File: config.mk
export PLATFORM = sky130hd
export DESIGN_NAME = rfr_div_cell
export DESIGN_NICKNAME = d
export VERILOG_FILES = /design/src/radial_fisheye_coordinate_remap_unit_defines.svh /design/src/rfr_div_cell.sv
export SDC_FILE = /design/constraint.sdc
export NUM_CORES = 1
export LEC_CHECK = 0
export ABC_AREA = 1
export BUFFER_PORTS_ARGS = -buffer_cell sky130_fd_sc_hd__buf_4
export CAP_MARGIN = 5
export CORE_UTILIZATION = 47
export CTS_CLUSTER_DIAMETER = 50
export DETAILED_ROUTE_END_ITERATION = 16
export GPL_TIMING_DRIVEN = 1
export PLACE_DENSITY = 0.8
export SYNTH_ARGS = -nofsm -noshare
export SYNTH_HDL_FRONTEND = slang
export SYNTH_SLANG_ARGS = --single-unit
File: constraint.sdc
create_clock -name clk -period 2.2 [get_ports clk]
set_input_delay 0 -clock clk [delete_from_list [all_inputs] [get_ports clk]]
set_output_delay 0 -clock clk [all_outputs]
set_load 0.005 [all_outputs]
File: src/radial_fisheye_coordinate_remap_unit_defines.svh
// Assertion macros for the radial fisheye coordinate remap unit.
// Users must have signals named clk and rst_n in scope.
`ifndef RADIAL_FISHEYE_COORDINATE_REMAP_UNIT_DEFINES_SVH
`define RADIAL_FISHEYE_COORDINATE_REMAP_UNIT_DEFINES_SVH
`ifndef SYNTHESIS
`define RFR_ASSERT_IMP(label, ante, cons, msg) \
  label: assert property (@(posedge clk) disable iff (!rst_n) (ante) |-> (cons)) \
    else $error(msg);
`define RFR_ASSERT_NXT(label, ante, cons, msg) \
  label: assert property (@(posedge clk) disable iff (!rst_n) (ante) |=> (cons)) \
    else $error(msg);
`else
`define RFR_ASSERT_IMP(label, ante, cons, msg)
`define RFR_ASSERT_NXT(label, ante, cons, msg)
`endif
`endif

File: src/rfr_div_cell.sv
// One registered bit step of a pipelined restoring divider.
// Standalone cell; chained once per quotient bit.
`default_nettype none
module rfr_div_cell #(
  parameter int DW     = 14,
  parameter int QW     = 40,
  parameter int SIDE_W = 8
) (
  input  wire logic              clk,
  input  wire logic              rst_n,
  input  wire logic              en,
  input  wire logic              valid_i,
  input  wire logic              num_bit,
  input  wire logic [DW-1:0]     d_i,
  input  wire logic [DW-1:0]     rem_i,
  input  wire logic [QW-1:0]     q_i,
  input  wire logic [SIDE_W-1:0] side_i,
  output logic                   valid_o,
  output logic      [DW-1:0]     d_o,
  output logic      [DW-1:0]     rem_o,
  output logic      [QW-1:0]     q_o,
  output logic      [SIDE_W-1:0] side_o
);
  logic              valid_r;
  logic [DW-1:0]     d_r, rem_r, rem_nxt;
  logic [QW-1:0]     q_r, q_nxt;
  logic [SIDE_W-1:0] side_r;
  logic [DW:0]       cur;

  // Shift in the next dividend bit and subtract the divisor when it fits.
  always_comb begin
    cur = {rem_i, num_bit};
    if (cur >= {1'b0, d_i}) begin
      rem_nxt = DW'(cur - {1'b0, d_i});
      q_nxt   = {q_i[QW-2:0], 1'b1};
    end else begin
      rem_nxt = cur[DW-1:0];
      q_nxt   = {q_i[QW-2:0], 1'b0};
    end
  end

  always_ff @(posedge clk) begin
    if (!rst_n) begin
      valid_r <= 1'b0;
    end else if (en) begin
      valid_r <= valid_i;
    end
  end

  always_ff @(posedge clk) begin
    if (en) begin
      d_r    <= d_i;
      rem_r  <= rem_nxt;
      q_r    <= q_nxt;
      side_r <= side_i;
    end
  end

  assign valid_o = valid_r;
  assign d_o     = d_r;
  assign rem_o   = rem_r;
  assign q_o     = q_r;
  assign side_o  = side_r;
endmodule
`default_nettype wire
==> impl_metrics.toml <==
[critical_path]
critical_path_depth = 12
path_class = "in2reg"
setup.worst_path.end_class = "flop"
cpMaxStageDelayCell = "dlygate4sd3_1"
cp.required_ns = 2.30
crit_arrival_ns = 2.19
path_cells = "dlygate4sd3_1, buf_4, inv_1, ha_1, nand2_1, inv_1, a21oi_1, nand2_2, nand2_4, nand3_4, nand2_2, o21ai_2"
r2r_slack_ns = 0.82
cp_max_fo = 12
cp_slowest_stage_delay_ns = 0.56
cp_top_family = "buffers and inverters"
path_buf_inv = 4
critPathLaunch = "d_i[6]"
crit_end = "rem_o[6]$_DFFE_PP_"
start_kind = "primary input"
r2r_cells = 3
r2r-start = "valid_o$_SDFFE_PN0P_"
reg2reg_to = "valid_o$_SDFFE_PN0P_"

[timing]
setup_viol = 0
fin_crit_ns = 2.10
hold_viol = 0
slew_headroom_pct = 65.5
fin_crit_sh_pct = 95.2
rsz0062_at_grt = "true"
skew_ns = 0
setup_tns_ns = 0
max_freq_mhz = 477
slew_viol_final = 0
tightest_slew_ns = 0.518

[detailed_routing]
ant_nets = 0
avgRoutedWirePerCell_um = 17.9
drcViolationCount = 0
via_per_inst = 4.94
dr.pass1.iters = 4
totalWireLength_um = 11700
vias = 3252
drtIter0Drc = 166

[global_route]
track_usage_pct = 29.3
grt_pass1_wl_um = 16700
gr-total-overflow = 0
grt_max_degree = 41
antenna_found_initial = 1
grt_pass1_vias = 3293

[pwr]
switching_power_mw = 1.04
pwr_density_cell_mw_per_mm2 = 682
combPwrFrac_pct = 21.2
power_frac_seq_pct = 45.3
internal_power_mw = 2.99
ir_drop_uv = 454
switching_share_pct = 25.7
power_frac_clock_pct = 33.5
leakage_nw = 2.79

[cells_and_area]
syn2layout_area_growth_pct = 65.5
nets = 650
final_cells = 658
drive_gt1_share_pct = 36.4

[clock_tree]
clock_sinks = 77
clock_latency_ns = 0.35
root_buffer = "clkbuf_8"
clkSlewWorstSetupHoldPaths_ns = 0.09
htree_levels = 3
tritoncts = "yes"
clockBufferDepth = 2
cts_buffers = 9

[synth]
synthesis.instances = 306
ys.flop_type = "edfxtp_1"
synthDistinctLibCells = 30
async_reset_ff_share_pct = 0
ys_seq_area_share_pct = 64.4
syn_area_sq_mm = 0.00357
syn_area_per_cell_sq_um = 11.7
syn_nets = 403
ys_ff_latch = 77
ys_warn_count = 0
synth_edf_count = 76

[run_status]
status = "completed"

[floorplanning]
dieHeight_um = 89.2
core_sq_mm = 0.00729
rows = 31
die_x_um = 89.2
io_pins = 158
initial_core_util_pct = 49.0
die-area_sq_mm = 0.00796

[worst_hold_path]
min_path_type = "in2reg"

[placed_design]
dp_hpwl_um = 6420
gp_congestion = 0.816
portBuffers = 156
placedCellCount = 561

[run]
maxCapViolations = 0
-- cells in the mapped netlist, types with 2 or more instances --
cell type  instances  share of area, %
nand3_4            2              0.98
nand2_1           80               8.4
nor2_1            10               1.1
o21ai_1            3              0.42
nand4_1            8               1.4
inv_2              2              0.21
inv_1             58               6.1
edfxtp_1          76                64
nand2_2            4              0.70
o21ai_2            6               1.5
nand3_2            4               1.1
a21oi_1            5              0.70
ha_1              15               5.3
nand3_1           11               1.5
xor2_1             7               1.7
-- worst register-to-register path, stage by stage, from the launching register on --
cell and delay [ns]:
dfxtp_1 0.33, o21ai_0 0.24, a21oi_1 0.10, dlygate4sd3_1 0.60
-- metal layers --
layer | track usage (%) | vias up | part of all wire, %
li1 | - | 1508 | -
met1 | 32.2 | 1527 | 38
met2 | 52.9 | 178 | 51
met3 | 7.57 | 39 | 6.9
met4 | 13.9 | 0 | 3.6
met5 | 0 | - | 0
-- sequential cells by signal (all words and copies together) (netlist names) --
signal   cells
side_o       8
valid_o      1
rem_o       14
q_o         40
d_o         14
-- area by class of cell --
cell class	instances	area, sq um
Antenna cell	1	2.50
Clock buffer	10	128
Clock inverter	6	119
Fill cell	422	1380
Inverter	60	225
Multi-Input combinational cell	168	1030
Sequential cell	77	2300
Tap cell	99	124
Timing Repair Buffer	237	1980
-- worst min path at each step --
stage	start	cells past startpoint	endpoint	slack [ns]
2_1_floorplan	en	1	valid_o$_SDFFE_PN0P_	0.09
3_3_place_gp	q_i[25]	1	q_o[26]$_DFFE_PP_	0.18
3_5_place_dp	side_i[6]	1	side_o[6]$_DFFE_PP_	0.18
4_1_cts	num_bit	3	rem_o[0]$_DFFE_PP_	0.01
5_1_grt	num_bit	3	rem_o[0]$_DFFE_PP_	0.07
6_report	num_bit	3	rem_o[0]$_DFFE_PP_	0.05
-- power groups by stage --
stage / clock [mW] / sequential [mW] / combinational (mW)
finish: 1.35 / 1.82 / 0.855
global route: 1.40 / 1.83 / 0.931
CTS: 1.34 / 1.81 / 0.807
detailed placement: 0 / 1.84 / 0.691
global placement: 0 / 1.84 / 0.674
floorplan: 0 / 1.86 / 0.281
-- cell usage in the layout, fill, tap and decap left out, drive strengths merged, types with 7 or more instances in the layout --
master       Yosys  routed
buf              2     161
clkbuf           0      10
dlygate4sd3      0      76
edfxtp          76      76
ha              15      15
inv             60      62
nand2           85      85
nand3           17      18
nand4            8       8
nor2            12      12
o21ai           10      10
xor2             7       7
-- logic make-up after synthesis --
| kind of cell | after synthesis | share of synthesized area [%] |
|---|---|---|
| AO/OA/AOI/OAI | 17 | 3.40 |
| buffers and inverters | 62 | 7.28 |
| flip-flops | 77 | 64.4 |
| adder cells (fa/ha/maj) | 16 | 5.81 |
| XOR/XNOR | 7 | 1.72 |
| AND/OR/NAND/NOR | 127 | 17.4 |
-- through the flow --
stage | area [sq um] | util [%] | worst slack, ns | hold slack, ns | total power [mW]
global placement | 4860 | 66.7 | 0.333 | 0.178 | 2.51
finish | 5910 | 81.1 | 0.105 | 0.0547 | 4.03
CTS | 5870 | 80.5 | 0.120 | 0.0116 | 3.96
global route | 5910 | 81.1 | -0.00158 | 0.0657 | 4.17
detailed placement | 4860 | 66.7 | 0.296 | 0.179 | 2.53
floorplan | 3570 | - | 0.699 | 0.0935 | 2.14
-- timing repair --
action | 4_1_cts | 5_1_grt
hold endpoints to repair | 75 | 0
hold buffers | 76 | 0
setup buffers | 0 | 3
endpoints found under the setup margin | 0 | 14
gates resized for setup | 0 | 2
Power figures use the tool's default switching activity.
