`src/radial_fisheye_coordinate_remap_unit_defines.svh`:
```
// Assertion macros for the radial fisheye coordinate remap unit.
// Users must have signals named clk and rst_n in scope.
`ifndef RADIAL_FISHEYE_COORDINATE_REMAP_UNIT_DEFINES_SVH
`define RADIAL_FISHEYE_COORDINATE_REMAP_UNIT_DEFINES_SVH
`ifndef SYNTHESIS
`define RFR_ASSERT_IMP(label, ante, cons, msg) \
  label: assert property (@(posedge clk) disable iff (!rst_n) (ante) |-> (cons)) \
    else $error(msg);
`define RFR_ASSERT_NXT(label, ante, cons, msg) \
  label: assert property (@(posedge clk) disable iff (!rst_n) (ante) |=> (cons)) \
    else $error(msg);
`else
`define RFR_ASSERT_IMP(label, ante, cons, msg)
`define RFR_ASSERT_NXT(label, ante, cons, msg)
`endif
`endif

```
`src/rfr_sqrt_cell.sv`:
```
// One registered digit step of a pipelined integer square root.
// Standalone cell; chained N deep for an N-bit root.
`default_nettype none
module rfr_sqrt_cell #(
  parameter int N      = 14,
  parameter int SIDE_W = 8
) (
  input  wire logic              clk,
  input  wire logic              rst_n,
  input  wire logic              en,
  input  wire logic              valid_i,
  input  wire logic [2*N-1:0]    v_i,
  input  wire logic [N+1:0]      rem_i,
  input  wire logic [N-1:0]      root_i,
  input  wire logic [SIDE_W-1:0] side_i,
  output logic                   valid_o,
  output logic      [2*N-1:0]    v_o,
  output logic      [N+1:0]      rem_o,
  output logic      [N-1:0]      root_o,
  output logic      [SIDE_W-1:0] side_o
);
  logic              valid_r;
  logic [2*N-1:0]    v_r;
  logic [N+1:0]      rem_r, rem_nxt;
  logic [N-1:0]      root_r, root_nxt;
  logic [SIDE_W-1:0] side_r;
  logic [N+3:0]      cur, trial;

  // Bring down the next two bits and try the next root bit.
  always_comb begin
    cur   = {rem_i, v_i[2*N-1:2*N-2]};
    trial = {2'b00, root_i, 2'b01};
    if (cur >= trial) begin
      rem_nxt  = (N+2)'(cur - trial);
      root_nxt = {root_i[N-2:0], 1'b1};
    end else begin
      rem_nxt  = cur[N+1:0];
      root_nxt = {root_i[N-2:0], 1'b0};
    end
  end

  always_ff @(posedge clk) begin
    if (!rst_n) begin
      valid_r <= 1'b0;
    end else if (en) begin
      valid_r <= valid_i;
    end
  end

  always_ff @(posedge clk) begin
    if (en) begin
      v_r    <= {v_i[2*N-3:0], 2'b00};
      rem_r  <= rem_nxt;
      root_r <= root_nxt;
      side_r <= side_i;
    end
  end

  assign valid_o = valid_r;
  assign v_o     = v_r;
  assign rem_o   = rem_r;
  assign root_o  = root_r;
  assign side_o  = side_r;
endmodule
`default_nettype wire

```
`config.mk`:
```
export PLATFORM = sky130hd
export DESIGN_NAME = rfr_sqrt_cell
export DESIGN_NICKNAME = d
export VERILOG_FILES = /design/src/radial_fisheye_coordinate_remap_unit_defines.svh /design/src/rfr_sqrt_cell.sv
export SDC_FILE = /design/constraint.sdc
export NUM_CORES = 1
export LEC_CHECK = 0
export BUFFER_PORTS_ARGS = -buffer_cell sky130_fd_sc_hd__buf_2
export CORE_ASPECT_RATIO = 0.9
export CORE_UTILIZATION = 47
export CTS_CLUSTER_SIZE = 16
export DETAILED_ROUTE_END_ITERATION = 8
export PLACE_DENSITY = 0.76
export SYNTH_ARGS = -nofsm -noshare
export SYNTH_HDL_FRONTEND = slang
export SYNTH_SLANG_ARGS = --single-unit
```
`constraint.sdc`:
```
create_clock -name clk -period 2.7 [get_ports clk]
set_input_delay 0.135 -clock clk [delete_from_list [all_inputs] [get_ports clk]]
set_output_delay 0.135 -clock clk [all_outputs]
set_load 0.01 [all_outputs]
```
==> flow_metrics.env, run 1 <==
export IMPL_run_status="finished clean"
export IMPL_cts_made_buffers=9
export IMPL_min_delay_start="root_i[7]"
export IMPL_cts_tree="built"
export IMPL_power_density_nw_per_um2=608
export IMPL_critical_path_max_stage_delay_ns=0.53
export IMPL_chipWidth_microns=86.6
export IMPL_initial_antenna_violation_count=0
export IMPL_detail_route_first_pass_iterations=6
export IMPL_remaining_drc_errors=0
export IMPL_r2r_end="valid_o$_SDFFE_PN0P_"
export IMPL_rsz0062_at_grt="no"
export IMPL_grt_use_total_pct=23.7
export IMPL_final_common_cell="sky130_fd_sc_hd__buf_2"
export IMPL_areaGrowthSynthToFinish_pct=47.5
export IMPL_timing_max_cap_violations=0
export IMPL_route_detailed_vias_per_inst=4.92
export IMPL_detail_route_wl_per_cell_microns=15.8
export IMPL_worst_reg2reg_path_depth=2
export IMPL_async_flop_share_pct=0
export IMPL_nFillCells=414
export IMPL_finalClockSkew_ns=0
export IMPL_worstPathMaxFanout=17
export IMPL_initial_core_util_pct=49.0
export IMPL_grt_remaining_overflow=0
export IMPL_cell_depth_of_the_worst_hold_path=1
export IMPL_finalWeightedCongestion=0.793
export IMPL_synth_seq_area_share_pct=64.1
export IMPL_post_synth_instance_area_sq_um=3030
export IMPL_final_antenna_net_count=0
export IMPL_crit_slowest_cell="sky130_fd_sc_hd__dlygate4sd3_1"
export IMPL_critPathCaptureType="flop"
export IMPL_mostFrequentLayoutCells="sky130_fd_sc_hd__buf_2, sky130_fd_sc_hd__edfxtp_1, sky130_fd_sc_hd__dlygate4sd3_1"
export IMPL_timing_worst_setup_path_type="in2reg"
export IMPL_detailroute_via_count=2404
export IMPL_postRouteWirelength_microns=7720
export IMPL_timing_critical_path_arrival_ns=2.65
export IMPL_final_number_of_hold_violating_endpoints=0
export IMPL_cts_repair_resize_count=0
export IMPL_ctsHtreeMaxLevel=3
export IMPL_timing_fmax_mhz=390
export IMPL_netlist_area_leader_share_pct=63.4
export IMPL_grt_pass1_wl_microns=11800
export IMPL_top_level_ports=137
export IMPL_floorplan_core_area_sq_um=6180
export IMPL_synth_flop_cell="sky130_fd_sc_hd__edfxtp_1"
export IMPL_core_rowCount=27
export IMPL_hpwl_microns=4800
export IMPL_regArea_sq_um=1940
export IMPL_synth_largest_area_cell="sky130_fd_sc_hd__edfxtp_1"
export IMPL_worst_setup_path_start_kind="input pin"
export IMPL_setup_viol_count_final=0
export IMPL_final_layout_size_suffix_gt1_share_pct=41.3
export IMPL_detail_route_iter0_violations=72
export IMPL_cts_clk_slew_worst_paths_ns=0.07
export IMPL_clock_insertion_delay_at_the_later_pin_of_the_skew_report_ns=0.33
export IMPL_number_of_instances_in_the_placed_design=427
export IMPL_synth_warnings=0
export IMPL_first_global_vias=2409
export IMPL_regToRegSetupSlack_ns=2.09
export IMPL_die_area_sq_um=6770
export IMPL_ys_types=44
export IMPL_synth_edff_count=64
export IMPL_hold_path_endpoint="root_o[8]$_DFFE_PP_"
export IMPL_instances_no_fill=489
export IMPL_syn_avg_cell_area_sq_um=14.5
export IMPL_multi_input_area_sq_um=958
export IMPL_ys_ff_latch=65
export IMPL_number_of_max_slew_violations_in_the_final_report=0
export IMPL_min_tclk_post_route_ns=2.56
export IMPL_num_nets_final=483
export IMPL_clock_buffer_depth=2
export IMPL_layout_worst_path_cycle_share_pct=94.9
export IMPL_worst_slew_margin_rel_pct=56.4
export IMPL_crit_path_cell_trace="dlygate4sd3_1 > buf_2 > inv_1 > ha_1 > a21o_1 > a21oi_2 > nand2_2 > o211ai_1 > and4_4 > mux2_2"
export IMPL_tightest_slew_ns=0.648
export IMPL_postCtsSetupRepairBufs=0
export IMPL_syn_instance_count=209
export IMPL_synth_top_cells_by_area="sky130_fd_sc_hd__edfxtp_1, sky130_fd_sc_hd__ha_1, sky130_fd_sc_hd__inv_1"
export IMPL_clkSinkCount=65
export IMPL_io_buffer_count=134
export IMPL_setup_total_negative_slack_ns=0
export IMPL_min_delay_path_class="in2reg"
export IMPL_r2r_start="valid_o$_SDFFE_PN0P_"
export IMPL_cts_root_buffer_cell="sky130_fd_sc_hd__clkbuf_8"
export IMPL_vdd_drop_max_mv=0.306
export IMPL_height_of_the_die_microns=78.2
export IMPL_insertedDiodeCount=0
export IMPL_maximum_number_of_pins_on_one_net_before_global_route_repair=44
export IMPL_crit_required_ns=2.78
export IMPL_total_leakage_power_nw=2.02
[per-layer routing]
metal / track usage (%) / part of all wire (%) / vias up
met5: 0 / 0 / -
met1: 26.5 / 40 / 1107
met2: 40.2 / 48 / 126
li1: - / - / 1149
met3: 8.83 / 8.7 / 22
met4: 10.5 / 2.9 / 0
[sequential cells by signal, summed over array words and instances, names as in the netlist]
| register | cells |
|---|---|
| side_o | 8 |
| rem_o | 16 |
| valid_o | 1 |
| v_o | 26 |
| root_o | 14 |
[worst max-delay path by stage]
stage	from	to	cells past startpoint
detailed placement	rem_i[2]	rem_o[2]$_DFFE_PP_	8
global route	root_i[2]	rem_o[2]$_DFFE_PP_	10
floorplan	root_i[2]	rem_o[10]$_DFFE_PP_	10
CTS	root_i[2]	rem_o[2]$_DFFE_PP_	10
global placement	rem_i[2]	rem_o[7]$_DFFE_PP_	8
finish	root_i[2]	rem_o[2]$_DFFE_PP_	10
[critical path: cells and delay by family]
family,cells,cell delay (ns)
AOI/OAI and AO/OA,3,0.56
muxes,1,0.37
buffers and inverters,3,0.68
and+or+nand+nor,2,0.57
adders and majority gates,1,0.33
[area by class of cell]
type / count / area share, %
Multi-Input combinational cell: 118 / 21.4
Tap cell: 87 / 2.43
Clock buffer: 13 / 3.55
Clock inverter: 3 / 1.46
Sequential cell: 65 / 43.4
Timing Repair Buffer: 182 / 25.9
Inverter: 21 / 1.76
[logic make-up (layout without fill, tap and decap cells)]
| kind of cell | after synthesis | in the layout | share of synthesized area, % |
|---|---|---|---|
| AO/OA/AOI/OAI | 40 | 40 | 8.84 |
| multiplexers | 17 | 17 | 6.73 |
| buffers and inverters | 27 | 219 | 4.42 |
| other | 1 | 2 | 0.124 |
| flip-flops | 65 | 65 | 64.1 |
| XOR/XNOR | 12 | 12 | 3.47 |
| AND/OR/NAND/NOR | 31 | 31 | 5.74 |
| adder cells (fa/ha/maj) | 16 | 16 | 6.61 |
[timing repair]
item / 4_1_cts / 5_1_grt
endpoints found under the hold margin: 46 / 0
hold buffers: 46 / 0
setup endpoints to repair: 0 / 0
[per-stage QoR]
step	instance area (sq um)	total power, mW	hold slack [ns]	setup slack (ns)	util [%]
floorplan	3030	1.55	0.234	0.586	-
global placement	3790	1.74	0.312	0.353	61.2
detailed placement	3790	1.75	0.313	0.347	61.2
CTS	4470	2.72	0.00105	0.158	72.3
global route	4470	2.83	0.00576	0.0225	72.3
finish	4470	2.72	0.0181	0.138	72.3
[Yosys cell counts, types with 2 or more instances]
| library cell | n |
|---|---|
| sky130_fd_sc_hd__a2111oi_0 | 2 |
| sky130_fd_sc_hd__a211oi_1 | 3 |
| sky130_fd_sc_hd__a21boi_0 | 2 |
| sky130_fd_sc_hd__a21o_1 | 4 |
| sky130_fd_sc_hd__a21oi_1 | 13 |
| sky130_fd_sc_hd__and2_1 | 2 |
| sky130_fd_sc_hd__and3_1 | 6 |
| sky130_fd_sc_hd__buf_4 | 2 |
| sky130_fd_sc_hd__edfxtp_1 | 64 |
| sky130_fd_sc_hd__ha_1 | 16 |
| sky130_fd_sc_hd__inv_1 | 21 |
| sky130_fd_sc_hd__mux2_2 | 7 |
| sky130_fd_sc_hd__mux2_4 | 5 |
| sky130_fd_sc_hd__mux2i_1 | 5 |
| sky130_fd_sc_hd__nand2_1 | 8 |
| sky130_fd_sc_hd__nand3_1 | 2 |
| sky130_fd_sc_hd__nor2_1 | 4 |
| sky130_fd_sc_hd__nor2b_1 | 2 |
| sky130_fd_sc_hd__o21a_1 | 2 |
| sky130_fd_sc_hd__o21ai_0 | 5 |
| sky130_fd_sc_hd__xnor2_1 | 9 |
| sky130_fd_sc_hd__xor2_1 | 3 |
[report_power, final]
part	internal [mW]	leakage, nW	switching, mW
clock	0.570	0.114	0.352
sequential	1.23	0.635	0.0253
combinational	0.274	1.27	0.269
total	2.07	2.02	0.646
Power figures use the tool's default switching activity.
==> run 2, diff against run 1 <==
--- a/config.mk
+++ b/config.mk
@@ -5,11 +5,13 @@
 export SDC_FILE = /design/constraint.sdc
 export NUM_CORES = 1
 export LEC_CHECK = 0
+export ABC_AREA = 1
 export BUFFER_PORTS_ARGS = -buffer_cell sky130_fd_sc_hd__buf_2
 export CORE_ASPECT_RATIO = 0.9
-export CORE_UTILIZATION = 47
+export CORE_UTILIZATION = 48
 export CTS_CLUSTER_SIZE = 16
 export DETAILED_ROUTE_END_ITERATION = 8
+export MAX_ROUTING_LAYER = met4
 export PLACE_DENSITY = 0.76
 export SYNTH_ARGS = -nofsm -noshare
 export SYNTH_HDL_FRONTEND = slang
==> flow_metrics.env, run 2 <==
export IMPL_mostFrequentLayoutCells="sky130_fd_sc_hd__buf_2, sky130_fd_sc_hd__nand2_1, sky130_fd_sc_hd__edfxtp_1"
export IMPL_finish_instance_area_sq_um=4740
export IMPL_synth_warnings=0
export IMPL_grt_use_total_pct=25.7
export IMPL_detailroute_via_count=2929
export IMPL_finalClockSkew_ns=0
export IMPL_synth_most_common_cell="sky130_fd_sc_hd__nand2_1"
export IMPL_largest_register_ffs=26
export IMPL_hold_path_endpoint="valid_o$_SDFFE_PN0P_"
export IMPL_clkSinkCount=65
export IMPL_r2r_start="valid_o$_SDFFE_PN0P_"
export IMPL_detail_route_first_pass_iterations=5
export IMPL_crit_required_ns=2.79
export IMPL_grt_pass1_wl_microns=13300
export IMPL_vdd_drop_max_mv=0.311
export IMPL_worstPathMaxFanout=18
export IMPL_cp_num_buf_inv=3
export IMPL_post_synth_fa_ha_maj_area_fraction_pct=6.06
export IMPL_ys_types=25
export IMPL_synth_seq_area_share_pct=58.8
export IMPL_synth_edff_count=64
export IMPL_timing_critical_path_arrival_ns=2.43
export IMPL_synth_top_cells_by_area="sky130_fd_sc_hd__edfxtp_1, sky130_fd_sc_hd__nand2_1, sky130_fd_sc_hd__inv_1"
export IMPL_worst_slew_margin_rel_pct=63.1
export IMPL_tightest_slew_ns=0.554
export IMPL_clock_buffer_depth=2
export IMPL_die_area_sq_um=7220
export IMPL_areaGrowthSynthToFinish_pct=43.6
export IMPL_post_synth_instance_area_sq_um=3300
export IMPL_final_common_cell="sky130_fd_sc_hd__buf_2"
export IMPL_top_level_ports=137
export IMPL_setup_total_negative_slack_ns=0
export IMPL_detail_route_iter0_violations=128
export IMPL_cts_clk_slew_worst_paths_ns=0.08
export IMPL_worst_hold_slack_ns=0.0528
export IMPL_crit_slowest_cell="sky130_fd_sc_hd__dlygate4sd3_1"
export IMPL_hpwl_microns=5780
export IMPL_synth_xor_area_share_pct=1.86
export IMPL_timing_critical_path_mode_cell="sky130_fd_sc_hd__nand2_1"
export IMPL_rsz0062_at_grt="no"
export IMPL_worst_setup_path_start_kind="input pin"
export IMPL_dpl_cell_area_sq_um=4070
export IMPL_io_buffer_count=134
export IMPL_grt_remaining_overflow=0
export IMPL_height_of_the_die_microns=80.7
export IMPL_dominant_combinational_cell_family_by_area_after_synthesis="simple AND/OR/NAND/NOR gates"
export IMPL_finalWeightedCongestion=0.925
export IMPL_cts_tree="built"
export IMPL_nFillCells=494
export IMPL_worst_reg2reg_path_depth=2
export IMPL_first_global_vias=2879
export IMPL_maximum_number_of_pins_on_one_net_before_global_route_repair=44
export IMPL_insertedDiodeCount=0
export IMPL_crit_path_cell_trace="dlygate4sd3_1 > buf_2 > inv_1 > ha_1 > nand2_1 > nor2_2 > nand2_1 > o21ai_1 > nor2_4 > nand2_4 > nand3_1 > nand2_1"
export IMPL_netlist_area_leader_share_pct=58.2
export IMPL_route_detailed_vias_per_inst=4.69
export IMPL_synth_largest_area_cell="sky130_fd_sc_hd__edfxtp_1"
export IMPL_seq_power_share_pct=47.1
export IMPL_clock_insertion_delay_at_the_later_pin_of_the_skew_report_ns=0.34
export IMPL_regToRegSetupSlack_ns=1.93
export IMPL_post_synth_mux_area_share_pct=0
export IMPL_power_density_nw_per_um2=560
export IMPL_path_delay_family="simple AND/OR/NAND/NOR gates"
export IMPL_synth_simple_area_share_pct=22.9
export IMPL_share_of_power_burned_in_combinational_logic_pct=21.1
export IMPL_final_layout_size_suffix_gt1_share_pct=30.1
export IMPL_switching_power_mw=0.755
export IMPL_initial_antenna_violation_count=0
export IMPL_clock_power_share_pct=31.8
export IMPL_timing_max_cap_violations=0
export IMPL_setup_viol_count_final=0
export IMPL_remaining_drc_errors=0
export IMPL_cell_depth_of_the_worst_hold_path=3
export IMPL_cts_root_buffer_cell="sky130_fd_sc_hd__clkbuf_8"
export IMPL_min_tclk_post_route_ns=2.34
export IMPL_syn_avg_cell_area_sq_um=9.72
export IMPL_run_status="finished clean"
export IMPL_core_rowCount=28
export IMPL_timing_worst_setup_path_type="in2reg"
export IMPL_final_antenna_net_count=0
export IMPL_timing_fmax_mhz=427
export IMPL_initial_core_util_pct=49.9
export IMPL_number_of_max_slew_violations_in_the_final_report=0
export IMPL_postRouteWirelength_microns=8820
export IMPL_final_number_of_hold_violating_endpoints=0
export IMPL_r2r_end="valid_o$_SDFFE_PN0P_"
export IMPL_critical_path_max_stage_delay_ns=0.55
export IMPL_num_nets_final=615
export IMPL_detail_route_wl_per_cell_microns=14.1
export IMPL_synth_flop_cell="sky130_fd_sc_hd__edfxtp_1"
export IMPL_min_delay_path_class="in2reg"
export IMPL_synth_common_cells="sky130_fd_sc_hd__nand2_1, sky130_fd_sc_hd__edfxtp_1, sky130_fd_sc_hd__inv_1"
export IMPL_async_flop_share_pct=0
export IMPL_critPathCaptureType="flop"
export IMPL_ctsHtreeMaxLevel=3
export IMPL_worst_slack_ns=0.358
export IMPL_min_delay_start="valid_i"
export IMPL_floorplan_core_area_sq_um=6620
export IMPL_power_switching_share_pct=28.4
export IMPL_syn_instance_count=340
export IMPL_total_leakage_power_nw=2.39
export IMPL_ys_ff_latch=65
export IMPL_synth_compound_area_share_pct=1.97
export IMPL_chipWidth_microns=89.4
export IMPL_p_int_mw=1.90
export IMPL_layout_worst_path_cycle_share_pct=86.7
export IMPL_cts_made_buffers=9
export IMPL_place_ws_ns=0.271
-- run 2: final cells by class --
cell class / count / area, sq um / share of cell area (%)
Sequential cell: 65 / 1940 / 40.9
Clock inverter: 7 / 77.6 / 1.64
Timing Repair Buffer: 182 / 1160 / 24.5
Tap cell: 90 / 113 / 2.37
Clock buffer: 9 / 124 / 2.61
Inverter: 62 / 233 / 4.91
Multi-Input combinational cell: 209 / 1090 / 23.1
-- run 2: stage by stage --
step           total power, mW  cells  util [%]
5_1_grt                   2.78    624      71.7
3_3_place_gp              1.76    561      61.4
4_1_cts                   2.64    624      71.6
3_5_place_dp              1.77    561      61.4
2_1_floorplan             1.55    341         -
6_report                  2.66    624      71.7
-- run 2: worst max-delay path by stage --
| stage | start | endpoint | depth (start not counted) |
|---|---|---|---|
| CTS | root_i[5] | rem_o[1]$_DFFE_PP_ | 12 |
| finish | root_i[4] | rem_o[11]$_DFFE_PP_ | 12 |
| global placement | rem_i[11] | rem_o[11]$_DFFE_PP_ | 8 |
| floorplan | root_i[5] | rem_o[8]$_DFFE_PP_ | 11 |
| detailed placement | root_i[5] | rem_o[1]$_DFFE_PP_ | 11 |
| global route | root_i[4] | rem_o[9]$_DFFE_PP_ | 12 |
-- run 2: cell families (layout without fill, tap and decap cells) --
kind of cell	count (synthesis)	after routing
AOI/OAI and AO/OA	13	13
xor gates and xnor gates	7	7
adders and majority gates	16	16
buffers and inverters	67	260
DFF	65	65
other	1	2
and+or+nand+nor	171	171
-- run 2: what timing repair did --
action	4_1_cts	5_1_grt
setup buffers	0	0
gates resized for setup	0	1
setup endpoints to repair	0	17
hold buffers	47	0
endpoints found under the hold margin	47	0
-- run 2: layer usage --
metal	routed length [microns]	vias up	track usage (%)	share of wire [%]
li1	-	1478	-	-
met1	3650	1312	29.4	41
met2	4420	122	45.3	50
met3	640	17	6.78	7.3
met4	116	0	5.56	1.3
met5	0	-	-	0
-- run 2: power by group through the flow --
stage | registers (mW) | logic, mW | clock network (mW)
floorplan | 1.33 | 0.228 | 0
global placement | 1.27 | 0.489 | 0
detailed placement | 1.27 | 0.500 | 0
CTS | 1.24 | 0.555 | 0.843
global route | 1.26 | 0.629 | 0.893
finish | 1.25 | 0.561 | 0.844
-- run 2: worst register-to-register path, cell delays in order (launching register included) --
cell and delay [ns]:
sky130_fd_sc_hd__dfxtp_1 0.32, sky130_fd_sc_hd__o21ai_0 0.25, sky130_fd_sc_hd__a21oi_1 0.08
==> run 3, diff against run 2 <==
--- a/config.mk
+++ b/config.mk
@@ -5,10 +5,9 @@
 export SDC_FILE = /design/constraint.sdc
 export NUM_CORES = 1
 export LEC_CHECK = 0
-export ABC_AREA = 1
 export BUFFER_PORTS_ARGS = -buffer_cell sky130_fd_sc_hd__buf_2
 export CORE_ASPECT_RATIO = 0.9
-export CORE_UTILIZATION = 48
+export CORE_UTILIZATION = 47
 export CTS_CLUSTER_SIZE = 16
 export DETAILED_ROUTE_END_ITERATION = 8
 export MAX_ROUTING_LAYER = met4
==> flow_metrics.env, run 3 (synthesis gave the netlist of run 1 again) <==
export IMPL_run_status="finished clean"
export IMPL_timing_critical_path_arrival_ns=2.64
export IMPL_worst_slew_margin_rel_pct=56.1
export IMPL_clock_buffer_depth=2
export IMPL_maximum_number_of_pins_on_one_net_before_global_route_repair=44
export IMPL_dpl_cell_area_sq_um=3790
export IMPL_crit_slowest_cell="sky130_fd_sc_hd__dlygate4sd3_1"
export IMPL_min_delay_path_class="in2reg"
export IMPL_largest_register_ffs=26
export IMPL_rsz0062_at_grt="no"
export IMPL_finalClockSkew_ns=0
export IMPL_initial_antenna_violation_count=0
export IMPL_critical_path_max_stage_delay_ns=0.53
export IMPL_number_of_max_slew_violations_in_the_final_report=0
export IMPL_cts_root_buffer_cell="sky130_fd_sc_hd__clkbuf_8"
export IMPL_cts_clk_slew_worst_paths_ns=0.07
export IMPL_clock_insertion_delay_at_the_later_pin_of_the_skew_report_ns=0.33
export IMPL_layout_worst_path_cycle_share_pct=94.6
export IMPL_finalWeightedCongestion=0.805
export IMPL_clkSinkCount=65
export IMPL_min_tclk_post_route_ns=2.55
export IMPL_io_buffer_count=134
export IMPL_timing_max_cap_violations=0
export IMPL_crit_required_ns=2.79
export IMPL_die_area_sq_um=6770
export IMPL_grt_pass1_wl_microns=11800
export IMPL_final_antenna_net_count=0
export IMPL_worst_setup_path_start_kind="input pin"
export IMPL_grt_use_total_pct=24.4
export IMPL_layout_core_utilization_pct=72.3
export IMPL_timing_worst_setup_path_type="in2reg"
export IMPL_cts_made_buffers=9
export IMPL_nFillCells=414
export IMPL_num_nets_final=483
export IMPL_cts_repair_resize_count=0
export IMPL_crit_path_cell_trace="dlygate4sd3_1 > buf_2 > inv_1 > ha_1 > a21o_1 > a21oi_2 > nand2_2 > o211ai_1 > and4_4 > mux2_2"
export IMPL_setup_viol_count_final=0
export IMPL_initial_core_util_pct=49.0
export IMPL_final_number_of_hold_violating_endpoints=0
export IMPL_final_common_cell="sky130_fd_sc_hd__buf_2"
export IMPL_detail_route_iter0_violations=67
export IMPL_vdd_drop_max_mv=0.306
export IMPL_setup_total_negative_slack_ns=0
export IMPL_critPathCaptureType="flop"
export IMPL_areaGrowthSynthToFinish_pct=47.5
export IMPL_most_utilized_layer_in_the_global_route_result="met2"
export IMPL_remaining_drc_errors=0
export IMPL_top_level_ports=137
export IMPL_grt_met3_usage_pct=8.10
export IMPL_detail_route_first_pass_iterations=4
export IMPL_postRouteWirelength_microns=7740
export IMPL_hpwl_microns=4800
export IMPL_finish_instance_area_sq_um=4470
export IMPL_chipWidth_microns=86.6
export IMPL_detailroute_via_count=2426
export IMPL_route_detailed_vias_per_inst=4.96
export IMPL_detail_route_wl_per_cell_microns=15.8
export IMPL_first_global_vias=2409
export IMPL_floorplan_core_area_sq_um=6180
export IMPL_ctsHtreeMaxLevel=3
export IMPL_cts_tree="built"
export IMPL_timing_fmax_mhz=392
export IMPL_grt_util_met1_pct=27.0
export IMPL_final_layout_size_suffix_gt1_share_pct=41.3
export IMPL_power_density_nw_per_um2=609
export IMPL_insertedDiodeCount=0
export IMPL_grt_remaining_overflow=0
export IMPL_worstPathMaxFanout=17
export IMPL_tightest_slew_ns=0.651
export IMPL_mostFrequentLayoutCells="sky130_fd_sc_hd__buf_2, sky130_fd_sc_hd__edfxtp_1, sky130_fd_sc_hd__dlygate4sd3_1"
export IMPL_total_leakage_power_nw=2.02
export IMPL_gr_usage_met2_pct=39.9
export IMPL_height_of_the_die_microns=78.2
export IMPL_core_rowCount=27
[run 3: cell type report]
class | instances | area, sq um | share of cell area [%]
sequential | 65 | 1940 | 43.4
timing repair buffer | 182 | 1160 | 25.9
multi-input combinational | 118 | 958 | 21.4
clock buffer | 13 | 159 | 3.55
tap | 87 | 109 | 2.43
inverter | 21 | 78.8 | 1.76
clock inverter | 3 | 65.1 | 1.46
[run 3: power breakdown]
part           switching [mW]  internal, mW
Clock                   0.354         0.570
Sequential             0.0256          1.23
Combinational           0.269         0.274
[run 3: path summary, 6_finish.rpt]
check                                          start                    to  slack [ns]  cells after the start
worst max-delay path                       root_i[2]    rem_o[2]$_DFFE_PP_        0.15                     10
worst min-delay path                           rst_n  valid_o$_SDFFE_PN0P_        0.02                      2
worst max register to register  valid_o$_SDFFE_PN0P_  valid_o$_SDFFE_PN0P_        2.09                      2
worst min register to register  valid_o$_SDFFE_PN0P_  valid_o$_SDFFE_PN0P_        0.54                      2
[run 3: timing repair]
item                                   in CTS  in global routing
hold buffers                               46                  0
endpoints found under the hold margin      46                  0
buffers inserted                            0                  0
[run 3: layer usage]
layer / vias to the layer above / share of wire [%]
met4: 0 / 3.0
met5: - / 0
met1: 1120 / 39
met2: 130 / 49
met3: 23 / 8.7
li1: 1153 / -
[run 3: per-stage QoR]
step / hold WS [ns] / power (mW) / cells / setup WS [ns]
floorplan: 0.234 / 1.55 / 210 / 0.586
global placement: 0.312 / 1.74 / 427 / 0.353
detailed placement: 0.313 / 1.75 / 427 / 0.347
CTS: 0.00105 / 2.72 / 489 / 0.158
global route: 0.00741 / 2.83 / 489 / 0.0207
finish: 0.0157 / 2.72 / 489 / 0.146
[run 3: critical path, delay by kind of cell]
family | cells | cell delay, ns
AO/OA/AOI/OAI | 3 | 0.56
adder cells (fa/ha/maj) | 1 | 0.33
buffers and inverters | 3 | 0.68
AND/OR/NAND/NOR | 2 | 0.56
multiplexers | 1 | 0.37
